## src/hdl/tbot_pkg.sv

```systemverilog
package tbot_pkg;

  // default coordinate width
  localparam int unsigned COORD_WIDTH_DEFAULT = 16;

  // vertex fields in one input transfer
  localparam int unsigned NUM_IN_FIELDS = 9;

  // output stream data width (one flag, padded to a byte)
  localparam int unsigned OUT_DATA_W = 8;

  // register stages from input transfer to output register
  localparam int unsigned NUM_STAGES = 7;

  // stage whose registers hold the three separation flags
  localparam int unsigned SEP_STAGE = NUM_STAGES - 2;

  // configuration register index
  localparam int unsigned CFG_ADDR_W = 3;

  typedef enum logic [CFG_ADDR_W-1:0] {
    REG_BOX_MIN_X,
    REG_BOX_MIN_Y,
    REG_BOX_MIN_Z,
    REG_BOX_MAX_X,
    REG_BOX_MAX_Y,
    REG_BOX_MAX_Z
  } cfg_reg_e;

  // per-stage load enables from the pipeline control
  typedef struct packed {
    logic [NUM_STAGES-1:0] en;
  } stage_ctl_t;

endpackage

```

## src/hdl/tbot_cfg.sv

```systemverilog
module tbot_cfg
  import tbot_pkg::*;
#(
  parameter int unsigned COORD_WIDTH = COORD_WIDTH_DEFAULT
) (
  input  logic                          clk_i,
  input  logic                          rst_ni,
  input  logic                          cfg_valid_i,
  output logic                          cfg_ready_o,
  input  logic [CFG_ADDR_W-1:0]         cfg_addr_i,
  input  logic [COORD_WIDTH-1:0]        cfg_data_i,
  output logic signed [COORD_WIDTH-1:0] box_min_o [3],
  output logic signed [COORD_WIDTH-1:0] box_max_o [3]
);

  logic signed [COORD_WIDTH-1:0] box_min_q [3];
  logic signed [COORD_WIDTH-1:0] box_max_q [3];

  // writes are always taken
  assign cfg_ready_o = 1'b1;

  // box bound registers, writes beyond the list are dropped
  always_ff @(posedge clk_i or negedge rst_ni) begin
    if (!rst_ni) begin
      for (int k = 0; k < 3; k++) begin
        box_min_q[k] <= '0;
        box_max_q[k] <= '0;
      end
    end else if (cfg_valid_i) begin
      case (cfg_reg_e'(cfg_addr_i))
        REG_BOX_MIN_X: box_min_q[0] <= cfg_data_i;
        REG_BOX_MIN_Y: box_min_q[1] <= cfg_data_i;
        REG_BOX_MIN_Z: box_min_q[2] <= cfg_data_i;
        REG_BOX_MAX_X: box_max_q[0] <= cfg_data_i;
        REG_BOX_MAX_Y: box_max_q[1] <= cfg_data_i;
        REG_BOX_MAX_Z: box_max_q[2] <= cfg_data_i;
        default: ;
      endcase
    end
  end

  assign box_min_o = box_min_q;
  assign box_max_o = box_max_q;

endmodule

```

## config.mk

```make
export PLATFORM = sky130hd
export DESIGN_NAME = tbot_cfg
export DESIGN_NICKNAME = d
export VERILOG_FILES = /design/src/hdl/tbot_pkg.sv /design/src/hdl/tbot_cfg.sv
export SDC_FILE = /design/constraint.sdc
export NUM_CORES = 1
export LEC_CHECK = 0
export ABC_AREA = 0
export BUFFER_PORTS_ARGS = -buffer_cell sky130_fd_sc_hd__buf_2
export CAP_MARGIN = 20
export CORE_ASPECT_RATIO = 1.5
export CORE_MARGIN = 2
export CORE_UTILIZATION = 50
export DETAILED_ROUTE_END_ITERATION = 8
export GPL_ROUTABILITY_DRIVEN = 0
export GPL_TIMING_DRIVEN = 0
export PLACE_DENSITY = 0.9
export SYNTH_ARGS = -nofsm -noshare
export SYNTH_HDL_FRONTEND = slang
export SYNTH_SLANG_ARGS = --single-unit
```

## constraint.sdc

```tcl
create_clock -name clk_i -period 0.93 [get_ports clk_i]
set_clock_uncertainty 0.15 [all_clocks]
set_input_delay 0.093 -clock clk_i [delete_from_list [all_inputs] [get_ports clk_i]]
set_output_delay 0.093 -clock clk_i [all_outputs]
set_load 0.03 [all_outputs]
```

==> metrics.txt <==
# TYPE chip_impl_metric gauge
chip_impl_info{name="violations",value="hold timing, setup timing"} 1
chip_impl_metric{name="layout.cells.non_filler",unit=""} 517
chip_impl_metric{name="layout_setup_ws",unit="ns"} -0.311
chip_impl_metric{name="worst_slew_pin_slew",unit="ns"} 0.624
chip_impl_metric{name="power",unit="mW"} 16.0
chip_impl_metric{name="vias_in_the_first_global_route",unit=""} 2854
chip_impl_metric{name="final_hold_viol_count",unit=""} 139
chip_impl_info{name="critPathKind",value="register to output port"} 1
chip_impl_metric{name="grt_util_all_layers",unit="%"} 28.3
chip_impl_metric{name="fp.coreArea",unit="sq mm"} 0.00723
chip_impl_metric{name="relSlewSlack",unit="%"} 58.4
chip_impl_metric{name="synth_fp_nets",unit=""} 232
chip_impl_metric{name="timing.critical_path.fanout_max",unit=""} 2
chip_impl_metric{name="routed_wire_length_per_instance",unit="microns"} 25.2
chip_impl_metric{name="post-route-min-period",unit="ns"} 1.24
chip_impl_metric{name="setup.reg_to_reg.worst_slack",unit="ns"} -0.19
chip_impl_metric{name="cts_max_path_buffers",unit=""} 2
chip_impl_metric{name="grt_start_max_net_pins",unit=""} 51
chip_impl_metric{name="post_route_cells_drive_above_1_share",unit="%"} 78.4
chip_impl_metric{name="slowest_stage_delay_cp",unit="ns"} 0.45
chip_impl_metric{name="grt_first_pass_wirelength",unit="mm"} 16.4
chip_impl_metric{name="std_cell_rows",unit=""} 38
chip_impl_metric{name="seq_area_frac_synth",unit="%"} 64.5
chip_impl_metric{name="die_y",unit="microns"} 110
chip_impl_info{name="timing.hold.worst.class",value="input pin to async pin"} 1
chip_impl_metric{name="achievable-frequency",unit="MHz"} 806
chip_impl_metric{name="grt.overflow.total",unit=""} 0
chip_impl_metric{name="drc_violation_total_after_the_first_tritonroute_iteration",unit=""} 180
chip_impl_metric{name="yosys_register_bits",unit=""} 96
chip_impl_info{name="outcome",value="finished, violations left"} 1
chip_impl_metric{name="design.portCount",unit=""} 119
chip_impl_metric{name="antenna_violations_before_repair",unit=""} 0
chip_impl_info{name="highest_delay_cell_along_the_critical_path",value="dfrtp_1"} 1
chip_impl_metric{name="power.density_cell_area",unit="mW/mm^2"} 2450
chip_impl_metric{name="initial_core_util",unit="%"} 51.6
chip_impl_metric{name="pre_cts_ws",unit="ns"} -0.820
chip_impl_metric{name="cts_max_level",unit=""} 3
chip_impl_info{name="final_common_cell",value="buf_6"} 1
chip_impl_metric{name="die_area",unit="sq mm"} 0.00818
chip_impl_metric{name="yosys.cell_types.count",unit=""} 11
chip_impl_metric{name="die_w",unit="microns"} 74.5
chip_impl_metric{name="ir_drop",unit="mV"} 2.15
chip_impl_metric{name="cts_made_buffers",unit=""} 9
chip_impl_metric{name="route.detailed.vias_per_inst",unit=""} 5.28
chip_impl_info{name="startpoint_type",value="register"} 1
chip_impl_metric{name="final.hold.worst_slack",unit="ns"} -0.436
chip_impl_info{name="critical_path.cell_chain",value="buf_6"} 1
chip_impl_metric{name="dr.pass1.iters",unit=""} 4
chip_impl_metric{name="drcViolationCount",unit=""} 0
chip_impl_metric{name="portBuffers",unit=""} 116
chip_impl_metric{name="max_cap_viol_count",unit=""} 0
chip_impl_metric{name="clkSlewWorstSetupHoldPaths",unit="ns"} 0.10
chip_impl_metric{name="final_nets",unit=""} 434
chip_impl_metric{name="critPathArrivalTime",unit="ns"} 1.00
chip_impl_metric{name="diodes",unit=""} 0
chip_impl_info{name="r2r-start",value="box_min_o[21]$_DFFE_PN0P_"} 1
chip_impl_info{name="most_frequent_cells_in_the_layout",value="buf_6, mux2_4, dfrtp_1"} 1
chip_impl_info{name="critPathCaptureType",value="output port"} 1
chip_impl_metric{name="synthesis.yosys.warnings",unit=""} 0
chip_impl_metric{name="post_detailed_placement_cell_area",unit="sq mm"} 0.00469
chip_impl_info{name="critical_path.startpoint",value="box_min_o[44]$_DFFE_PN0P_"} 1
chip_impl_metric{name="wirelength",unit="mm"} 13.0
chip_impl_metric{name="post_synth_instance_area",unit="sq mm"} 0.00373
chip_impl_metric{name="area.growth.synth_to_final",unit="%"} 75.7
chip_impl_metric{name="cellLeakagePower",unit="nW"} 3.22
chip_impl_metric{name="post_synthesis_cells",unit=""} 210
chip_impl_metric{name="fin_crit_sh",unit="%"} 133
chip_impl_metric{name="hpwl",unit="mm"} 5.81
chip_impl_info{name="cts-root-buf",value="clkbuf_8"} 1
chip_impl_metric{name="fillCellCount",unit=""} 243
chip_impl_metric{name="clkSinkCount",unit=""} 96
chip_impl_metric{name="antenna_left",unit=""} 0
chip_impl_metric{name="finalMaxSlewViolations",unit=""} 0
chip_impl_metric{name="syn_area_per_cell",unit="sq um"} 17.7
chip_impl_info{name="worst_path_dominant_cell_family",value="flip-flops"} 1
chip_impl_info{name="grt_setup_unrepaired",value="yes"} 1
chip_impl_metric{name="finished_cell_area",unit="sq mm"} 0.00655
chip_impl_metric{name="crit_buf_inv",unit=""} 1
chip_impl_metric{name="placed_cells",unit=""} 427
chip_impl_info{name="tritoncts_clock_tree",value="built"} 1
chip_impl_metric{name="cp.required",unit="ns"} 0.69
chip_impl_metric{name="setup_viol",unit=""} 188
chip_impl_metric{name="worst_skew_pair.late_latency",unit="ns"} 0.38
chip_impl_metric{name="dr_total_vias",unit=""} 2728
## final timing paths
path,cells after the start,to
worst max-delay path,1,box_min_o[44]
worst min-delay path,1,box_max_o[6]$_DFFE_PN0P_
worst max register to register,2,box_min_o[21]$_DFFE_PN0P_
worst min register to register,1,box_max_o[35]$_DFFE_PN0P_
max in group asynchronous,2,box_max_o[1]$_DFFE_PN0P_
min in group clk_i,2,box_min_o[30]$_DFFE_PN0P_
## registers in the layout (all words and copies together) (netlist names)
name	cells
box_min_o	48
box_max_o	48
## logic make-up (layout without fill, tap and decap cells)
logic type | Yosys count | count (layout) | synth area share (%)
simple gates | 6 | 6 | 2.45
other cells | 1 | 1 | 0.101
mux | 96 | 96 | 30.0
flops | 96 | 96 | 64.5
buf+inv | 11 | 218 | 2.99
## power by group
part	total [mW]	internal (mW)	switching, mW
Clock	3.09	1.52	1.57
Sequential	6.01	5.12	0.896
Combinational	6.92	3.73	3.19
## synthesized netlist by cell type
master	n	area (sq um)
buf_8	1	15.0
nor4b_4	1	23.8
and4bb_2	3	37.5
buf_2	2	10.0
nand4b_2	2	30.0
mux2_2	86	968
buf_4	1	7.51
dfrtp_1	96	2400
conb_1	1	3.75
mux2_4	10	150
buf_6	7	78.8
## metal layers
metal | wire length (microns) | part of all wire (%) | vias to the layer above | global-route usage (%)
met5 | 0 | 0 | - | 0
met2 | 7370 | 57 | 109 | 49.8
met3 | 735 | 5.6 | 23 | 8.25
met1 | 4630 | 36 | 1453 | 32.2
li1 | - | - | 1143 | -
met4 | 291 | 2.2 | 0 | 9.82
## stage by stage
step                TNS, ns  util [%]
detailed placement   -51.12      64.8
CTS                  -28.43      85.0
global placement    -164.66      64.4
global route         -36.76      90.6
finish               -33.06      90.6
floorplan            -27.29         -
## what timing repair did
| item | CTS | global route |
|---|---|---|
| buffers inserted | 39 | 36 |
| gates resized for setup | 244 | 44 |
| hold buffers | 2 | 1 |
| hold endpoints to repair | 142 | 130 |
| cloned | 3 | 1 |
| pin swaps | 3 | 6 |
| endpoints found under the setup margin | 168 | 189 |
## area by class of cell
cell class	count	area (sq um)	share of cell area [%]
Sequential cell	96	2420	36.9
Timing Repair Buffer	192	2090	31.9
Multi-Input combinational cell	103	1530	23.4
Buffer	10	173	2.64
Clock buffer	11	131	2.01
Tap cell	100	125	1.91
Clock inverter	5	81.3	1.24
(Power assumes the default switching activity.)
